`src/rtl/tsld_pkg.sv`:
```
// shared types and constants for the two-axis slew-limited drive
// no dependencies; imported by tsld_axis and the top level
`default_nettype none

package tsld_pkg;

  localparam int unsigned DATA_W    = 32;
  localparam int unsigned LIM_W     = 31;
  localparam int unsigned TICK_W    = 24;
  localparam int unsigned TICK_FRAC = 24;
  localparam int unsigned CFG_IDX_W = 3;
  localparam int unsigned CNT_W     = 6;
  localparam int unsigned DIV_STEPS = 32;

  localparam logic [TICK_W-1:0] TICK_RESET = TICK_W'(1677722);

  localparam logic [CFG_IDX_W-1:0] CFG_RATE_LIMIT_A  = CFG_IDX_W'(0);
  localparam logic [CFG_IDX_W-1:0] CFG_RATE_LIMIT_B  = CFG_IDX_W'(1);
  localparam logic [CFG_IDX_W-1:0] CFG_ACCEL_LIMIT_A = CFG_IDX_W'(2);
  localparam logic [CFG_IDX_W-1:0] CFG_ACCEL_LIMIT_B = CFG_IDX_W'(3);
  localparam logic [CFG_IDX_W-1:0] CFG_TICK_PERIOD   = CFG_IDX_W'(4);

  typedef enum logic [2:0] {
    ST_IDLE,
    ST_MUL,
    ST_CLAMP,
    ST_DIFF,
    ST_STEP,
    ST_APPLY,
    ST_PREP,
    ST_RUN
  } tsld_state_e;

  typedef struct packed {
    tsld_state_e phase;
    logic        start;
    logic        mul_en;
    logic        commit;
  } tsld_ctrl_t;

endpackage

`default_nettype wire

```
`src/rtl/tsld_axis.sv`:
```
// one axis: rate clamp, slew limit, bit-serial multiplier and divider, axis state
// depends on tsld_pkg; sequenced by the top level through tsld_ctrl_t
`default_nettype none

module tsld_axis (
  input  logic                                   clk_i,
  input  logic                                   rst_ni,
  input  tsld_pkg::tsld_ctrl_t                   ctrl_i,
  input  logic signed [tsld_pkg::DATA_W-1:0]     cmd_i,
  input  logic        [tsld_pkg::LIM_W-1:0]      rate_limit_i,
  input  logic        [tsld_pkg::LIM_W-1:0]      accel_limit_i,
  input  logic        [tsld_pkg::TICK_W-1:0]     tick_i,
  input  logic                                   fin_i,
  output logic signed [tsld_pkg::DATA_W-1:0]     angle_o,
  output logic signed [tsld_pkg::DATA_W-1:0]     velocity_o,
  output logic signed [tsld_pkg::DATA_W-1:0]     accel_o
);
  import tsld_pkg::*;

  localparam int unsigned HI_W  = DATA_W + 1;
  localparam int unsigned ACC_W = HI_W + TICK_W;
  localparam int unsigned SUM_W = DATA_W + 2;
  localparam int unsigned SH_W  = DATA_W - TICK_FRAC;

  localparam logic signed [DATA_W-1:0] S_MAX = {1'b0, {(DATA_W-1){1'b1}}};
  localparam logic signed [DATA_W-1:0] S_MIN = {1'b1, {(DATA_W-1){1'b0}}};

  logic signed [DATA_W-1:0] cmd_q, target_q, new_vel_q;
  logic signed [HI_W-1:0]   diff_q, applied_q;
  logic signed [SUM_W-1:0]  sum_q;
  logic                     neg_q, div_sat_q;
  logic [TICK_W-1:0]        rem_q;
  logic [DATA_W-1:0]        dvd_q, quo_q;
  logic [ACC_W-1:0]         acc_q;
  logic signed [DATA_W-1:0] vel_q, angle_q, accel_q;

  logic signed [HI_W-1:0]   rl_s, cmd_x, lim_s, inc_c, applied_c, mcand, hi, sum_m;
  logic signed [DATA_W-1:0] target_c, nv_c, accel_c;
  logic signed [SUM_W-1:0]  sum_c;
  logic [HI_W-1:0]          mag_c;
  logic                     div_sat_c, ge;
  logic [TICK_W:0]          trial;
  logic [TICK_W-1:0]        rem_next;
  logic [ACC_W-1:0]         acc_next;

  // rate clamp
  always_comb begin
    rl_s  = signed'({2'b00, rate_limit_i});
    cmd_x = {cmd_q[DATA_W-1], cmd_q};
    if (cmd_x > rl_s) begin
      target_c = rl_s[DATA_W-1:0];
    end else if (cmd_x < -rl_s) begin
      target_c = DATA_W'(-rl_s);
    end else begin
      target_c = cmd_q;
    end
  end

  // slew clamp and velocity update
  always_comb begin
    lim_s = signed'({2'b00, acc_q[TICK_FRAC+LIM_W-1:TICK_FRAC]});
    if (diff_q > lim_s) begin
      inc_c = lim_s;
    end else if (diff_q < -lim_s) begin
      inc_c = -lim_s;
    end else begin
      inc_c = diff_q;
    end
    sum_c = {{2{vel_q[DATA_W-1]}}, vel_q} + {inc_c[HI_W-1], inc_c};
    if (sum_q[SUM_W-1:DATA_W-1] != {3{sum_q[SUM_W-1]}}) begin
      nv_c = sum_q[SUM_W-1] ? S_MIN : S_MAX;
    end else begin
      nv_c = sum_q[DATA_W-1:0];
    end
    applied_c = {nv_c[DATA_W-1], nv_c} - {vel_q[DATA_W-1], vel_q};
    mag_c     = applied_q[HI_W-1] ? HI_W'(-applied_q) : HI_W'(applied_q);
    div_sat_c = mag_c >= {1'b0, tick_i, {SH_W{1'b0}}};
  end

  // shift-add multiplier, one multiplier bit per cycle
  always_comb begin
    hi = signed'(acc_q[ACC_W-1:TICK_W]);
    if (ctrl_i.phase == ST_MUL) begin
      mcand = signed'({2'b00, accel_limit_i});
    end else begin
      mcand = {new_vel_q[DATA_W-1], new_vel_q};
    end
    sum_m    = hi + (acc_q[0] ? mcand : '0);
    acc_next = {sum_m[HI_W-1], sum_m, acc_q[TICK_W-1:1]};
  end

  // restoring divider, one quotient bit per cycle
  always_comb begin
    trial    = {rem_q, dvd_q[DATA_W-1]};
    ge       = trial >= {1'b0, tick_i};
    rem_next = ge ? TICK_W'(trial - {1'b0, tick_i}) : trial[TICK_W-1:0];
  end

  // acceleration saturation
  always_comb begin
    if (div_sat_q) begin
      accel_c = neg_q ? S_MIN : S_MAX;
    end else if (!neg_q) begin
      accel_c = quo_q[DATA_W-1] ? S_MAX : signed'(quo_q);
    end else begin
      accel_c = quo_q[DATA_W-1] ? S_MIN : signed'(DATA_W'(-quo_q));
    end
  end

  always_ff @(posedge clk_i) begin
    if (ctrl_i.start) begin
      cmd_q <= cmd_i;
      acc_q <= {{HI_W{1'b0}}, tick_i};
    end
    unique case (ctrl_i.phase)
      ST_CLAMP: begin
        target_q <= target_c;
      end
      ST_DIFF: begin
        diff_q <= {target_q[DATA_W-1], target_q} - {vel_q[DATA_W-1], vel_q};
      end
      ST_STEP: begin
        sum_q <= sum_c;
      end
      ST_APPLY: begin
        new_vel_q <= nv_c;
        applied_q <= applied_c;
      end
      ST_PREP: begin
        neg_q     <= applied_q[HI_W-1];
        div_sat_q <= div_sat_c;
        rem_q     <= mag_c[DATA_W-1:SH_W];
        dvd_q     <= {mag_c[SH_W-1:0], {TICK_FRAC{1'b0}}};
        quo_q     <= '0;
        acc_q     <= {{HI_W{1'b0}}, tick_i};
      end
      ST_RUN: begin
        rem_q <= rem_next;
        dvd_q <= {dvd_q[DATA_W-2:0], 1'b0};
        quo_q <= {quo_q[DATA_W-2:0], ge};
      end
      default: begin
      end
    endcase
    if (ctrl_i.mul_en) begin
      acc_q <= acc_next;
    end
  end

  // axis state, updated when the result is handed over
  always_ff @(posedge clk_i or negedge rst_ni) begin
    if (!rst_ni) begin
      vel_q   <= '0;
      angle_q <= '0;
      accel_q <= '0;
    end else if (ctrl_i.commit && fin_i) begin
      vel_q   <= new_vel_q;
      angle_q <= angle_q + signed'(acc_q[TICK_FRAC+DATA_W-1:TICK_FRAC]);
      accel_q <= accel_c;
    end
  end

  assign angle_o    = angle_q;
  assign velocity_o = vel_q;
  assign accel_o    = accel_q;

endmodule

`default_nettype wire

```
`src/rtl/two_axis_slew_limited_drive_top.sv`:
```
// top level of the two-axis slew-limited drive: handshakes, registers, sequencer
// depends on tsld_pkg and tsld_axis
//
// Each transaction carries the commanded rates of both axes; both axes are worked
// in parallel by their own bit-serial units and one result follows each command.
// A transaction runs the shift-add multiplier that forms the slew limit, the clamp,
// diff, step, apply and prep states for clamping and velocity update, and then the
// restoring divider for the acceleration, with the angle multiplier running beside
// it. A hand-over step follows; no new command is accepted until the block is idle.
// The result is held in the axis state registers until taken; a finished command
// waits in the hand-over step while the previous result is still stalled.
// Configuration must be written only while idle; the block does not enforce it.
`default_nettype none

module two_axis_slew_limited_drive_top (
  input  logic                                  clk_i,
  input  logic                                  rst_ni,
  input  logic                                  cfg_we_i,
  input  logic [tsld_pkg::CFG_IDX_W-1:0]        cfg_idx_i,
  input  logic [tsld_pkg::LIM_W-1:0]            cfg_data_i,
  input  logic                                  in_valid_i,
  output logic                                  in_stall_o,
  input  logic signed [tsld_pkg::DATA_W-1:0]    cmd_rate_a_i,
  input  logic signed [tsld_pkg::DATA_W-1:0]    cmd_rate_b_i,
  output logic                                  out_valid_o,
  input  logic                                  out_stall_i,
  output logic signed [tsld_pkg::DATA_W-1:0]    angle_a_o,
  output logic signed [tsld_pkg::DATA_W-1:0]    angle_b_o,
  output logic signed [tsld_pkg::DATA_W-1:0]    velocity_a_o,
  output logic signed [tsld_pkg::DATA_W-1:0]    velocity_b_o,
  output logic signed [tsld_pkg::DATA_W-1:0]    accel_a_o,
  output logic signed [tsld_pkg::DATA_W-1:0]    accel_b_o
);
  import tsld_pkg::*;

  logic [LIM_W-1:0]  rate_limit_a_q, rate_limit_b_q, accel_limit_a_q, accel_limit_b_q;
  logic [TICK_W-1:0] tick_q;

  tsld_state_e       state_q, state_d;
  logic [CNT_W-1:0]  cnt_q, cnt_d;
  logic              out_valid_q, out_valid_d;
  logic              fin;
  tsld_ctrl_t        ctrl;
  tsld_ctrl_t        axis_ctrl;

  // configuration registers; a zero tick period is stored as one
  always_ff @(posedge clk_i or negedge rst_ni) begin
    if (!rst_ni) begin
      rate_limit_a_q  <= '0;
      rate_limit_b_q  <= '0;
      accel_limit_a_q <= '0;
      accel_limit_b_q <= '0;
      tick_q          <= TICK_RESET;
    end else if (cfg_we_i) begin
      unique case (cfg_idx_i)
        CFG_RATE_LIMIT_A:  rate_limit_a_q  <= cfg_data_i;
        CFG_RATE_LIMIT_B:  rate_limit_b_q  <= cfg_data_i;
        CFG_ACCEL_LIMIT_A: accel_limit_a_q <= cfg_data_i;
        CFG_ACCEL_LIMIT_B: accel_limit_b_q <= cfg_data_i;
        CFG_TICK_PERIOD: begin
          tick_q <= (cfg_data_i[TICK_W-1:0] == '0) ? TICK_W'(1) : cfg_data_i[TICK_W-1:0];
        end
        default: begin
        end
      endcase
    end
  end

  always_ff @(posedge clk_i or negedge rst_ni) begin
    if (!rst_ni) begin
      state_q     <= ST_IDLE;
      cnt_q       <= '0;
      out_valid_q <= 1'b0;
    end else begin
      state_q     <= state_d;
      cnt_q       <= cnt_d;
      out_valid_q <= out_valid_d;
    end
  end

  // sequencer; a hand-over step follows the last divider step and holds while the previous result is stalled
  always_comb begin
    state_d     = state_q;
    cnt_d       = cnt_q;
    ctrl.phase  = state_q;
    ctrl.start  = 1'b0;
    ctrl.mul_en = 1'b0;
    ctrl.commit = 1'b0;
    fin         = 1'b0;
    out_valid_d = out_valid_q && out_stall_i;
    unique case (state_q)
      ST_IDLE: begin
        if (in_valid_i) begin
          ctrl.start = 1'b1;
          cnt_d      = '0;
          state_d    = ST_MUL;
        end
      end
      ST_MUL: begin
        ctrl.mul_en = 1'b1;
        cnt_d       = cnt_q + CNT_W'(1);
        if (cnt_q == CNT_W'(TICK_W - 1)) begin
          state_d = ST_CLAMP;
        end
      end
      ST_CLAMP: state_d = ST_DIFF;
      ST_DIFF:  state_d = ST_STEP;
      ST_STEP:  state_d = ST_APPLY;
      ST_APPLY: state_d = ST_PREP;
      ST_PREP: begin
        cnt_d   = '0;
        state_d = ST_RUN;
      end
      ST_RUN: begin
        ctrl.mul_en = cnt_q < CNT_W'(TICK_W);
        if (cnt_q == CNT_W'(DIV_STEPS)) begin
          fin = 1'b1;
          if (!out_valid_q || !out_stall_i) begin
            ctrl.commit = 1'b1;
            out_valid_d = 1'b1;
            state_d     = ST_IDLE;
          end
        end else begin
          cnt_d = cnt_q + CNT_W'(1);
        end
      end
      default: state_d = ST_IDLE;
    endcase
  end

  assign axis_ctrl = fin ? tsld_ctrl_t'{phase: ST_IDLE, start: 1'b0, mul_en: 1'b0,
                                        commit: ctrl.commit}
                         : ctrl;

  tsld_axis u_axis_a (
    .clk_i         (clk_i),
    .rst_ni        (rst_ni),
    .ctrl_i        (axis_ctrl),
    .cmd_i         (cmd_rate_a_i),
    .rate_limit_i  (rate_limit_a_q),
    .accel_limit_i (accel_limit_a_q),
    .tick_i        (tick_q),
    .fin_i         (fin),
    .angle_o       (angle_a_o),
    .velocity_o    (velocity_a_o),
    .accel_o       (accel_a_o)
  );

  tsld_axis u_axis_b (
    .clk_i         (clk_i),
    .rst_ni        (rst_ni),
    .ctrl_i        (axis_ctrl),
    .cmd_i         (cmd_rate_b_i),
    .rate_limit_i  (rate_limit_b_q),
    .accel_limit_i (accel_limit_b_q),
    .tick_i        (tick_q),
    .fin_i         (fin),
    .angle_o       (angle_b_o),
    .velocity_o    (velocity_b_o),
    .accel_o       (accel_b_o)
  );

  assign in_stall_o  = (state_q != ST_IDLE);
  assign out_valid_o = out_valid_q;

  a_accept_starts: assert property (@(posedge clk_i) disable iff (!rst_ni)
    in_valid_i && !in_stall_o |=> state_q == ST_MUL && cnt_q == '0)
    else $error("accepted transaction did not start the multiplier");

  a_valid_from_commit: assert property (@(posedge clk_i) disable iff (!rst_ni)
    $rose(out_valid_q) |-> $past(ctrl.commit))
    else $error("result raised without a hand-over");

  a_mul_count: assert property (@(posedge clk_i) disable iff (!rst_ni)
    state_q == ST_MUL |-> cnt_q < CNT_W'(TICK_W))
    else $error("multiplier step count out of range");

  a_run_count: assert property (@(posedge clk_i) disable iff (!rst_ni)
    state_q == ST_RUN |-> cnt_q <= CNT_W'(DIV_STEPS))
    else $error("divider step count out of range");

endmodule

`default_nettype wire
```
`config.mk`:
```
export PLATFORM = sky130hd
export DESIGN_NAME = two_axis_slew_limited_drive_top
export DESIGN_NICKNAME = d
export VERILOG_FILES = /design/src/rtl/tsld_pkg.sv /design/src/rtl/tsld_axis.sv /design/src/rtl/two_axis_slew_limited_drive_top.sv
export SDC_FILE = /design/constraint.sdc
export NUM_CORES = 2
export LEC_CHECK = 0
export ABC_CLOCK_PERIOD_IN_PS = 15000
export BUFFER_PORTS_ARGS = -buffer_cell sky130_fd_sc_hd__buf_4
export CAP_MARGIN = 20
export CORE_ASPECT_RATIO = 1.4
export CORE_MARGIN = 2
export CORE_UTILIZATION = 25
export CTS_CLUSTER_DIAMETER = 50
export DETAILED_ROUTE_END_ITERATION = 7
export SLEW_MARGIN = 10
export SYNTH_ARGS = -nofsm -noshare
export SYNTH_HDL_FRONTEND = slang
export SYNTH_HIERARCHICAL = 1
export SYNTH_SLANG_ARGS = --single-unit
```
`constraint.sdc`:
```
create_clock -name clk_i -period 15 [get_ports clk_i]
set_clock_uncertainty 0.05 [all_clocks]
set_input_delay 2.25 -clock clk_i [delete_from_list [all_inputs] [get_ports clk_i]]
set_output_delay 2.25 -clock clk_i [all_outputs]
set_load 0.01 [all_outputs]
```
# Word level (Yosys, flattened, before mapping)
# Cells that the tools add are included.
word_totals:
  reg_bits: 1036
  in_bits: 103
  out_inout_bits: 194
classes:
  addsub: 21
  order_cmp: 13
  n_eq_ne: 27
  muxes: 61
  n_reduce_logical: 19
op_table:
  columns: ["cell", "count"]
  rows:
  - ["$mux 32", 14]
  - ["$mux 33", 10]
  - ["$pmux 32 s2", 4]
  - ["$mux 57", 4]
  - ["$neg 31->33", 4]
  - ["$sub 32x32->33", 4]
  - ["$mux 31", 4]
  - ["$pmux 24 s2", 2]
  - ["$mux 24", 3]
  - ["$add 32x33->34", 2]
  - ["$add 33x33->33", 2]
  - ["$ge 33x32->1", 2]
  - ["$gt 33x32->1", 2]
  - ["$lt 32x33->1", 2]
  - ["$lt 33x33->1", 2]
  - ["$neg 33->33", 2]
  - ["$add 32x32->32", 2]
  - ["$gt 32x32->1", 2]
  - ["$neg 32->32", 2]
  - ["$ge 25x24->1", 2]
  - ["$sub 24x24->24", 2]
  - ["$eq 3x3->1 const B", 9]
  - ["$logic_not 24->1", 1]
  - ["$pmux 3 s8", 1]
  - ["other kinds (23)", 57]

# Depth between registers and ports, before layout
depth:
  depth_word: 11
  depth_mapped: 34
  depth_no_buf: 31

# Hierarchy
# The synthesis kept the hierarchy.
by_module_without_submodules:
  columns: ["module", "n_inst", "cells_each", "area_per_inst_um2"]
  rows:
  - ["tsld_axis (u_axis_b)", 1, 3469, 31985.7]
  - ["tsld_axis (u_axis_a)", 1, 3397, 31734.2]
  - ["two_axis_slew_limited_drive_top", 1, 413, 6449.9]

# Worst setup path before layout
# OpenSTA, ideal clock, no wires.
synth_path:
  path_type: "register -> register"
  from: "reg u_axis_a.acc_q[25]"
  to: "reg u_axis_a.sum_q[30], data pin"
  setup_time_ns: 0.259
  arrival_ns: 7.745
  required_ns: 14.691
  slack_ns: 6.946
  stages_incl_launch_ff: 32
  path_buffers: 3
  path_cell_list: "edfxtp_1 -> inv_1 -> ha_1 -> and3_1 -> clkbuf_1 -> nand4_1 -> nand4b_1 -> or3_1 -> or3_1 -> xnor2_1 -> ha_1 -> a21o_1 -> a31oi_1 -> o21ai_1 -> or4_1 -> o21ai_2 -> mux2i_1 -> buf_2 -> clkbuf_1 -> o31ai_1 -> ha_1 -> fa_1 -> a211oi_1 -> o21a_1 -> o32ai_1 -> a31oi_1 -> o211ai_1 -> o41ai_1 -> o21ai_0 -> a21o_1 -> a21oi_1 -> xnor2_1"
synth_between:
  elab_chain_len: 5
  word_cells_on_any_way: 6
  cone_classes: "add/sub: 2; order compare: 2; mux: 2"
synth_rtl:
  columns: ["element", "line", "text"]
  rows:
  - ["start: declaration", "tsld_axis.sv:34", "logic [ACC_W-1:0] acc_q;"]
  - ["start signal: assignment", "tsld_axis.sv:113", "acc_q <= {{HI_W{1'b0}}, tick_i};"]
  - ["start signal: assignment", "tsld_axis.sv:135", "acc_q <= {{HI_W{1'b0}}, tick_i};"]
  - ["start signal: assignment", "tsld_axis.sv:146", "acc_q <= acc_next;"]
  - ["$neg 31->33", "tsld_axis.sv:64, tsld_axis.sv:65", null]
  - ["$lt 33x33->1", "tsld_axis.sv:64", "end else if (diff_q < -lim_s) begin"]
  - ["$mux 33", "tsld_axis.sv:64", null]
  - ["$mux 33 *", "tsld_axis.sv:62", "if (diff_q > lim_s) begin"]
  - ["$add 32x33->34 *", "tsld_axis.sv:69", "sum_c = {{2{vel_q[DATA_W-1]}}, vel_q} + {inc_c[HI_W-1], inc_c};"]
  - ["named net u_axis_a.sum_c[30]", "tsld_axis.sv:39", "logic signed [SUM_W-1:0] sum_c;"]
  - ["end signal: assignment", "tsld_axis.sv:123", "sum_q <= sum_c;"]
  - ["end: declaration", "tsld_axis.sv:30", "logic signed [SUM_W-1:0] sum_q;"]
# Mark *: on every way through the listed nets, which the timed path passes. The rest lies on a longest branch.
# A chain may end at the register's enable or synchronous reset.

# Final worst setup path
layout_path:
  from: "reg u_axis_a.acc_q[26]"
  to: "reg u_axis_a.sum_q[30], data pin"
# The elaborated chain is that of the path after synthesis.

==> flow_summary_export.csv <==
group,metric,value,unit
status,status,"finished clean",
worst_setup_path,rr_worst_depth,29,
logic_synthesis,ys_seq_elements,986,
sta,period_share,0.651,
detailed_routing,routed_wl,242,mm
worst_setup_path,worst_setup_path_start_kind,"register",
placement,place_hpwl,190,mm
floorplanning,ios,297,
worst_setup_path,rrSetupSlack,5240,ps
logic_synthesis,synth_nets,8074,
logic_synthesis,async_flop_share,0.355,
clock_network,tritoncts,"built",
hold_path,hp-class,"reg2reg",
finish,layout_common_cells,"749 x nand2_1, 680 x ha_1, 636 x edfxtp_1",
worst_setup_path,worstPathMaxFanout,30,
flow_run,drv_cap,0,
logic_synthesis,syn_area_per_cell,9.64,µm²
logic_synthesis,synth_ff_type,"edfxtp_1",
logic_synthesis,synth_cell_types,107,
sta,slew_headroom,0.228,
clock_network,numCtsBuffers,121,
logic_synthesis,yosysSeqAreaShare,0.397,
global_routing,track_usage,0.164,
clock_network,cts_resized,0,
logic_synthesis,synth.top_cells.by_area,"edfxtp_1 27%, ha_1 12%, dfrtp_1 12%, xnor2_1 4.3%, nand2_1 4.0%",
hold_path,min_path_cells,1,
logic_synthesis,synth-edff-count,636,
global_routing,grt_max_degree,141,
logic_synthesis,ys.warnings.count,6,
clock_network,cts_hold_buf,0,
worst_setup_path,slowest_stage,"nor3_1",
power,switchingPower,2570,µW
clock_network,postCtsSetupBuffers,0,
floorplanning,dieWidth,452,µm
finish,layout_commonest_cell,"nand2_1",
detailed_routing,vias_per_cell,5.04,
power,max-vdd-ir-drop,0.000110,V
finish,final_cells,11300,
floorplanning,die_area,285000,µm²
detailed_routing,ant_nets,0,
sta,fmax,102,MHz
clock_network,cts.sinks,986,
power,internal_power,5930,µW
sta,period_needed,9760,ps
worst_setup_path,arrival,10210,ps
detailed_routing,drc,0,
clock_network,clk_pin_slew,60,ps
floorplanning,coreArea,280000,µm²
detailed_routing,drt_first_pass_iters,7,
detailed_routing,routedWlPerCell,21.3,µm
finish,fin_nets,8304,
floorplanning,die_h,631,µm
detailed_routing,drt_first_iter_violations,4381,
floorplanning,num_rows,230,
hold_path,hold_path_end,"u_axis_a/angle_o[31]$_DFFE_PN0P_",
logic_synthesis,synth_top_cell_area_share,0.272,
placement,gp_congestion,0.954,
sta,rsz0062_at_grt,"no",
power,switching_share,0.303,
sta,finalHoldViolCount,0,
logic_synthesis,synth_area,70200,µm²
clock_network,cts-root-buf,"clkbuf_16",
power,combPwrFrac,0.214,
power,clkPwrFrac,0.379,
worst_setup_path,slowest_delay,740,ps
power,leakagePower,0.0338,µW
floorplanning,start_util,0.251,
logic_synthesis,synth_top_cell_by_area,"edfxtp_1",
power,p_seq_frac,0.407,
worst_setup_path,required,15450,ps
worst_setup_path,endpoint_kind,"register",
hold_path,min_from,"u_axis_a/angle_o[31]$_DFFE_PN0P_",
worst_setup_path,criticalPathCategory,"reg2reg",
global_routing,grt_antenna_before_repair,12,
power,powerDensity,105,nW/µm²
finish,drive_above_1_share,0.121,
worst_setup_path,reg2reg_to,"u_axis_a/sum_q[30]$_DFFE_PN_",
sta,setup_violations,0,
finish,area_growth,15.6,%
placement,dp_cells,11100,
logic_synthesis,syn_inst,7279,
detailed_routing,vias,57100,
sta,finalMaxSlewViolations,0,
sta,tightest_slew,1160,ps
global_routing,grt_first_pass_wirelength,356,mm
clock_network,cts_buffer_depth,3,
placement,io_buffers,296,
clock_network,worstSkewPairLatency,760,ps
global_routing,grt_pass1_vias,56100,
sta,fin_tns_setup,0,ps
clock_network,htreeDepth,3,
worst_setup_path,reg2reg_from,"u_axis_a/acc_q[26]$_SDFFCE_PN0P_",
global_routing,overflow,0,
-- cells in the mapped netlist (15+ instances only) --
cell      count
nand2b_1     86
dfrtp_1     339
a21boi_0     80
o21bai_1     50
o21ai_0     460
xnor2_1     344
inv_1       397
nor4_1       42
a21oi_1     521
a21o_1      285
o31ai_1      58
nand3b_1     17
nand4_1     105
or3_1        53
or4_1        22
o22ai_1      34
nor2_1      469
clkbuf_1    217
a311oi_1     17
xor2_1      137
nor2b_1      93
o41ai_1      15
a22oi_1      32
edfxtp_1    636
a31oi_1      91
and2_1       86
mux2_2      221
mux2i_1     102
o21a_1       56
o211ai_1     20
nand2_1     751
and4_1       18
and3_1       57
ha_1        680
nor3_1      148
mux2_4       18
or2_2        32
a221oi_1     20
nor3b_1      20
o22a_1       30
a211oi_1     45
nand3_1     113
-- registers in the layout (all words and copies together) (netlist names), 33 cells and up --
signal              flops
u_axis_a/applied_q     33
u_axis_a/acc_q         56
u_axis_b/sum_q         34
u_axis_a/diff_q        33
u_axis_b/diff_q        33
u_axis_b/acc_q         56
u_axis_a/sum_q         34
u_axis_b/applied_q     33
-- logic make-up (layout without fill, tap and decap cells) --
group	Yosys count	in the layout	share of synthesized area
compound gates	1964	1964	0.178
xor+xnor	482	482	0.0603
fa+ha+maj	692	692	0.125
buf+inv	651	990	0.0362
flops	986	986	0.397
mux	347	347	0.0548
other cells	0	2	0
simple gates	2157	2157	0.149
-- area by class of cell --
| class | count | area, µm² |
|---|---|---|
| Antenna cell | 2 | 5.00 |
| Clock buffer | 150 | 3410 |
| Clock inverter | 82 | 1040 |
| Fill cell | 29200 | 199000 |
| Inverter | 400 | 1500 |
| Multi-Input combinational cell | 5642 | 39900 |
| Sequential cell | 986 | 27900 |
| Tap cell | 3712 | 4640 |
| Timing Repair Buffer | 358 | 2740 |
-- layer usage --
layer / up-vias / track usage / part of all wire / wire length (µm)
li1: 27200 / - / - / -
met1: 27700 / 0.186 / 0.39 / 93700
met2: 1663 / 0.284 / 0.49 / 118000
met3: 513 / 0.0234 / 0.049 / 12000
met4: 6 / 0.108 / 0.074 / 18000
met5: - / 0 / 0.00014 / 34
-- power groups by stage --
| stage | clock [µW] | combinational, µW | sequential (µW) |
|---|---|---|---|
| after floorplan | 0 | 1380 | 3410 |
| after detailed placement | 0 | 1800 | 3510 |
| after CTS | 3300 | 1810 | 3450 |
| after global placement | 0 | 1750 | 3500 |
| after global routing | 3400 | 2040 | 3490 |
| final | 3220 | 1820 | 3460 |
-- per-stage QoR --
| stage | hold WS (ps) | util | worst slack, ps | instance area (µm²) | power, µW |
|---|---|---|---|---|---|
| 2_1_floorplan | 374 | - | 6950 | 70200 | 4790 |
| 3_3_place_gp | 415 | 0.274 | 5250 | 76600 | 5250 |
| 3_5_place_dp | 413 | 0.274 | 5270 | 76600 | 5300 |
| 4_1_cts | 423 | 0.290 | 5240 | 81100 | 8560 |
| 5_1_grt | 439 | 0.290 | 4560 | 81100 | 8930 |
| 6_report | 418 | 0.290 | 5240 | 81100 | 8500 |
-- worst max-delay path: cells and delay by family (launching register included) --
kind / cells / cell delay [ps]
fa+ha+maj: 2 / 650
compound gates: 13 / 3200
simple gates: 9 / 3360
flops: 1 / 510
mux: 2 / 980
buf+inv: 1 / 470
xor+xnor: 2 / 270
-- worst max-delay path by stage --
stage / end / startpoint / slack [ps]
after floorplan: u_axis_a/sum_q[30]$_DFFE_PN_ / u_axis_a/acc_q[25]$_SDFFCE_PN0P_ / 6950
after global placement: u_axis_a/sum_q[30]$_DFFE_PN_ / u_axis_a/acc_q[26]$_SDFFCE_PN0P_ / 5250
after detailed placement: u_axis_a/sum_q[30]$_DFFE_PN_ / u_axis_a/acc_q[26]$_SDFFCE_PN0P_ / 5270
after CTS: u_axis_a/sum_q[30]$_DFFE_PN_ / u_axis_a/acc_q[26]$_SDFFCE_PN0P_ / 5240
after global routing: u_axis_a/sum_q[30]$_DFFE_PN_ / u_axis_a/acc_q[26]$_SDFFCE_PN0P_ / 4560
final: u_axis_a/sum_q[30]$_DFFE_PN_ / u_axis_a/acc_q[26]$_SDFFCE_PN0P_ / 5240
(Power assumes the default switching activity.)
